File: src/rtl/fvnh_pkg.sv
// Shared types, constants and arithmetic helpers for the fractal value-noise height core.
package fvnh_pkg;

    localparam int OCT_N       = 5;
    localparam int GRID_N      = 16;
    localparam int PERIOD_LOG2 = 13;
    localparam int NS          = 11;

    // Pipeline stage indices.
    localparam int ST_IN     = 0;
    localparam int ST_SPLIT  = 1;
    localparam int ST_KEY    = 2;
    localparam int ST_SQ     = 3;
    localparam int ST_POLY   = 4;
    localparam int ST_NOISE  = 5;
    localparam int ST_SMOOTH = 6;
    localparam int ST_BLENDX = 7;
    localparam int ST_OCT    = 8;
    localparam int ST_SUM    = 9;
    localparam int ST_OUT    = 10;

    typedef logic [30:0]        hword_t;
    typedef logic signed [31:0] noise_t;
    typedef logic signed [35:0] smooth_t;
    typedef logic [15:0]        wgt_t;
    typedef logic [15:0]        frac_t;
    typedef logic [NS-1:0]      stage_en_t;

    typedef struct packed {
        hword_t lat;
        frac_t  fq;
    } split_t;

    typedef enum logic [1:0] {
        REG_COEF_A = 2'd0,
        REG_COEF_B = 2'd1,
        REG_COEF_C = 2'd2,
        REG_NONE   = 2'd3
    } reg_idx_t;

    function automatic logic [15:0] cos_tab(input logic [4:0] k);
        logic [15:0] v;
        case (k)
            5'd0:    v = 16'd0;
            5'd1:    v = 16'd630;
            5'd2:    v = 16'd2494;
            5'd3:    v = 16'd5522;
            5'd4:    v = 16'd9598;
            5'd5:    v = 16'd14563;
            5'd6:    v = 16'd20228;
            5'd7:    v = 16'd26375;
            5'd8:    v = 16'd32768;
            5'd9:    v = 16'd39161;
            5'd10:   v = 16'd45308;
            5'd11:   v = 16'd50973;
            5'd12:   v = 16'd55938;
            5'd13:   v = 16'd60014;
            5'd14:   v = 16'd63042;
            5'd15:   v = 16'd64906;
            default: v = 16'd65535;
        endcase
        return v;
    endfunction

    // Cosine weight in Q16: table value plus a linear step on the low 12 fraction bits.
    // The last entry is never reached as a base, and the interpolated weight stays below 65536.
    function automatic wgt_t cos_weight(input frac_t fq);
        logic [4:0]  k;
        logic [15:0] lo_v;
        logic [15:0] hi_v;
        logic [12:0] d;
        logic [24:0] p;
        k    = {1'b0, fq[15:12]};
        lo_v = cos_tab(k);
        hi_v = (k == 5'd15) ? 16'd65535 : cos_tab(k + 5'd1);
        d    = 13'(hi_v - lo_v);
        if (k == 5'd15)
        begin
            d = 13'd630;
        end
        p    = 25'(d) * 25'(fq[11:0]);
        return lo_v + 16'(p[24:12]);
    endfunction

    // Integer part truncates toward zero; the fraction is the magnitude of the remainder.
    function automatic split_t split_axis(input logic signed [23:0] pos, input logic [2:0] oct);
        logic signed [31:0] num;
        logic [31:0]        mag;
        logic [31:0]        q;
        split_t             r;
        num = 32'(pos) <<< oct;
        mag = num[31] ? 32'(-num) : 32'(num);
        q   = mag >> PERIOD_LOG2;
        if (num[31])
        begin
            q = 32'(-q);
        end
        r.lat = q[30:0];
        r.fq  = frac_t'(mag[PERIOD_LOG2-1:0]) << (16 - PERIOD_LOG2);
        return r;
    endfunction

    // (a*(1-w) + b*w) with floor rounding back to the operand scale.
    function automatic smooth_t blend(input smooth_t a, input smooth_t b, input wgt_t w);
        logic signed [17:0] wa;
        logic signed [17:0] wb;
        logic signed [54:0] pa;
        logic signed [54:0] pb;
        logic signed [54:0] s;
        wb = signed'({2'b00, w});
        wa = 18'sd65536 - wb;
        pa = 55'(a) * 55'(wa);
        pb = 55'(b) * 55'(wb);
        s  = pa + pb;
        return smooth_t'(s[51:16]);
    endfunction

endpackage

File: src/rtl/fvnh_hash.sv
// One lattice hash lane: key to noise value over three multiply stages.
module fvnh_hash import fvnh_pkg::*;
(
    input  logic      clk,
    input  stage_en_t en,
    input  hword_t    key,
    input  logic [7:0] coef_a,
    input  logic [7:0] coef_b,
    input  logic [7:0] coef_c,
    output noise_t    noise
);

    hword_t sq_reg;
    hword_t n1_reg;
    hword_t poly_reg;
    hword_t n2_reg;
    noise_t noise_reg;
    hword_t h;

    // Only the low 31 bits survive the final mask, so all hash arithmetic runs modulo 2^31.
    always_comb
    begin
        h = 31'(n2_reg * poly_reg) + 31'(coef_c);
    end

    always_ff @(posedge clk)
    begin
        if (en[ST_SQ])
        begin
            sq_reg <= 31'(key * key);
            n1_reg <= key;
        end
        if (en[ST_POLY])
        begin
            poly_reg <= 31'(sq_reg * 31'(coef_a)) + 31'(coef_b);
            n2_reg   <= n1_reg;
        end
        if (en[ST_NOISE])
        begin
            noise_reg <= 32'sh4000_0000 - signed'({1'b0, h});
        end
    end

    assign noise = noise_reg;

endmodule

File: config.mk
export PLATFORM = sky130hd
export DESIGN_NAME = fvnh_hash
export DESIGN_NICKNAME = d
export VERILOG_FILES = /design/src/rtl/fvnh_pkg.sv /design/src/rtl/fvnh_hash.sv
export SDC_FILE = /design/constraint.sdc
export NUM_CORES = 2
export LEC_CHECK = 0
export ABC_AREA = 0
export ABC_CLOCK_PERIOD_IN_PS = 15630
export BUFFER_PORTS_ARGS = -buffer_cell sky130_fd_sc_hd__clkbuf_2
export CAP_MARGIN = 20
export CELL_PAD_IN_SITES_DETAIL_PLACEMENT = 1
export CELL_PAD_IN_SITES_GLOBAL_PLACEMENT = 1
export CORE_MARGIN = 3
export CORE_UTILIZATION = 56
export DETAILED_ROUTE_END_ITERATION = 6
export GPL_TIMING_DRIVEN = 0
export PLACE_DENSITY_LB_ADDON = 0.1
export RECOVER_POWER = 25
export SYNTH_ARGS = -nofsm -noshare
export SYNTH_HDL_FRONTEND = slang
export SYNTH_SLANG_ARGS = --single-unit
File: constraint.sdc
create_clock -name clk -period 15.63 [get_ports clk]
set_input_delay 3.126 -clock clk [delete_from_list [all_inputs] [get_ports clk]]
set_output_delay 3.126 -clock clk [all_outputs]
set_load 0.01 [all_outputs]
==> results.cfg <==
[synth]
yosysSeqAreaShare_pct = 11.4
async_flop_share_pct = 0
ys_types = 71
synth_top_cell_area_share_pct = 43.3
ys_warn_count = 0
yosys.area.top_type = fa_1
synth_edf_count = 154
ys_top_cells_by_area = fa_1, edfxtp_1, inv_1
avgSynthCellArea_sq_um = 9.56
synthCells = 4250
syn_area_sq_um = 40600
ys.flop_type = edfxtp_1
synth_seq_cells = 154

[timing]
finalSetupTns_ps = 0
finalCriticalPeriod_ps = 10860
rsz0062_at_grt = no
slew_viol_final = 0
fin_worst_skew_ps = 17.7
setup_viol = 0
fin_crit_sh_pct = 69.5
fmax_ghz = 0.0921
tightest_slew_ps = 1290
finalHoldViolCount = 0
slew_headroom_pct = 13.9

[global_route]
overflow = 0
grt_pass1_wl_microns = 196000
grt_pass1_vias = 34700
grt_max_degree = 61
antenna_found_initial = 4
grtUsageTotal_pct = 34.8

[route]
drcViolationCount = 0
ant_nets = 0
finalWirelength_microns = 126000
post_drt_wl_per_cell_microns = 23.5
drt_iter0_drc = 1784
vias = 29500
routed_via_density = 5.53
drt-pass1-iter-count = 7

[setup_path]
crit_arrival_ps = 11060
worstSetupStartpointType = input pin
cp_data_required_time_ps = 15830
worstSetupPathType = in2reg
path_max_fanout = 10
cp-end-kind = flop

[clocking]
numCtsBuffers = 17
postCtsSetupRepairBufs = 0
cts_hold_buf = 0
clkSinkCount = 154
cts_max_path_buffers = 2
cts_resized = 0
clockRootBuffer = clkbuf_16
clock_latency_ps = 470
htree_levels = 4
cts_tree = yes
clk_pin_slew_ps = 70

[die]
start_util_pct = 56.7
die_area_sq_um = 75800
num_rows = 98
ios = 99
die_y_microns = 275
coreArea_sq_um = 71600
die_x_microns = 275

[placement]
port_buffers = 90
place.gp.congestion = 0.935
hpwlAfterDp_microns = 105000

[run]
maxCapViolCount = 0

[final_layout]
fill_cells = 8234
nets = 5642
area_delta_synth_final_pct = 5.57
drive_above_1_share_pct = 2.90
largest_register_ffs = 32

[status]
status = finished, final reports clean

[min_path]
hp-class = reg2reg
==> worst max-delay path, stage by stage <==
cell and delay, ps:
clkbuf_1 260, clkbuf_1 540, clkbuf_1 560, nand2_1 230
fa_1 600, inv_1 70, fa_1 480, fa_1 510
inv_1 60, fa_1 480, fa_1 580, inv_1 60
fa_1 510, fa_1 530, inv_1 60, fa_1 510
inv_1 60, ha_1 360, o2111a_1 300, nand3_1 120
o2111ai_1 260, a31o_2 260, a21oi_1 90, xnor2_1 430
==> Yosys cell counts (3+ instances only) <==
cell / instances
inv_1: 1137
fa_1: 878
and2_1: 528
nand2_1: 448
ha_1: 335
xnor2_1: 156
edfxtp_1: 154
clkbuf_1: 139
nor2_1: 73
a21oi_1: 49
o21ai_0: 43
xor2_1: 43
a21o_1: 29
nand3_1: 22
nor3_1: 18
o21a_1: 16
a211oi_1: 15
nand2b_1: 14
nor2b_1: 14
a31oi_1: 11
nand4_1: 11
or2_2: 9
o21bai_1: 8
and3_1: 7
a211o_1: 6
a21boi_0: 6
nor4_1: 6
a31o_2: 5
o2111ai_1: 5
nor3b_1: 4
o31a_1: 4
a41oi_1: 3
o211ai_1: 3
o31ai_1: 3
or3_1: 3
==> path summary, 6_finish.rpt <==
kind / start / cells after the start / slack, ps / endpoint
max reg2reg: n2_reg[2] / 28 / 6170 / noise[29]
min reg2reg: n1_reg[13] / 0 / 420 / n2_reg[13]
max: key[10] / 24 / 4770 / sq_reg[30]
min: n1_reg[13] / 0 / 420 / n2_reg[13]
==> cells by family after synthesis <==
logic type,share of synthesized area [%]
flip-flops,11.4
XOR/XNOR,4.29
multiplexers,0.0801
buffers and inverters,11.8
adder cells (fa/ha/maj),53.6
AND/OR/NAND/NOR,14.8
other,0.00923
AO/OA/AOI/OAI,4.02
==> cell type report <==
cell class	instances	area, sq um	area share (%)
multi-input cells	2818	31200	72.7
well taps	950	1190	2.77
plain buffers	142	543	1.27
repair buffers	92	449	1.05
diodes	6	15.0	0.0350
clock inverters	15	179	0.417
inverters	1137	4270	9.95
flip-flops and latches	154	4620	10.8
clock buffers	17	425	0.992
==> layout by cell type (no fill, tap or decap), types with 6 or more instances in the layout <==
cell type,count
inv_1,1137
a31oi_1,11
clkbuf_2,58
nand2_1,448
nor2b_1,14
nand4_1,11
o21a_1,16
xor2_1,43
and3_1,7
a211o_1,6
o21bai_1,8
fa_1,878
xnor2_1,156
a211oi_1,15
and2_1,528
diode_2,6
clkbuf_16,17
o21ai_0,43
edfxtp_1,154
or2_2,9
a21oi_1,49
nor3_1,18
nand2b_1,14
a21boi_0,6
a21o_1,29
ha_1,335
clkbuf_1,170
nor2_1,73
nor4_1,6
nand3_1,22
==> stage by stage <==
| step | setup WS [ps] | std cells | util, % | hold slack (ps) | cell area [sq um] |
|---|---|---|---|---|---|
| finish | 4770 | 5331 | 59.9 | 421 | 42900 |
| global route | 4480 | 5326 | 59.9 | 437 | 42900 |
| CTS | 4970 | 5324 | 59.9 | 422 | 42900 |
| detailed placement | 4510 | 5292 | 59.0 | 406 | 42300 |
| global placement | 4590 | 5291 | 59.0 | 402 | 42300 |
| floorplan | 6100 | 4251 | - | 400 | 40600 |
==> metal layers <==
layer  GRT usage [%]  up-vias  wire length, microns
li1                -    12700                     -
met1            40.1    15400                 46200
met2            61.5      970                 63800
met3            6.30      374                  7560
met4            19.2        0                  7930
met5               0        -                     0
Power is not shown: default switching activity piles up to over one toggle a cycle in this logic, so the estimate is an artifact.
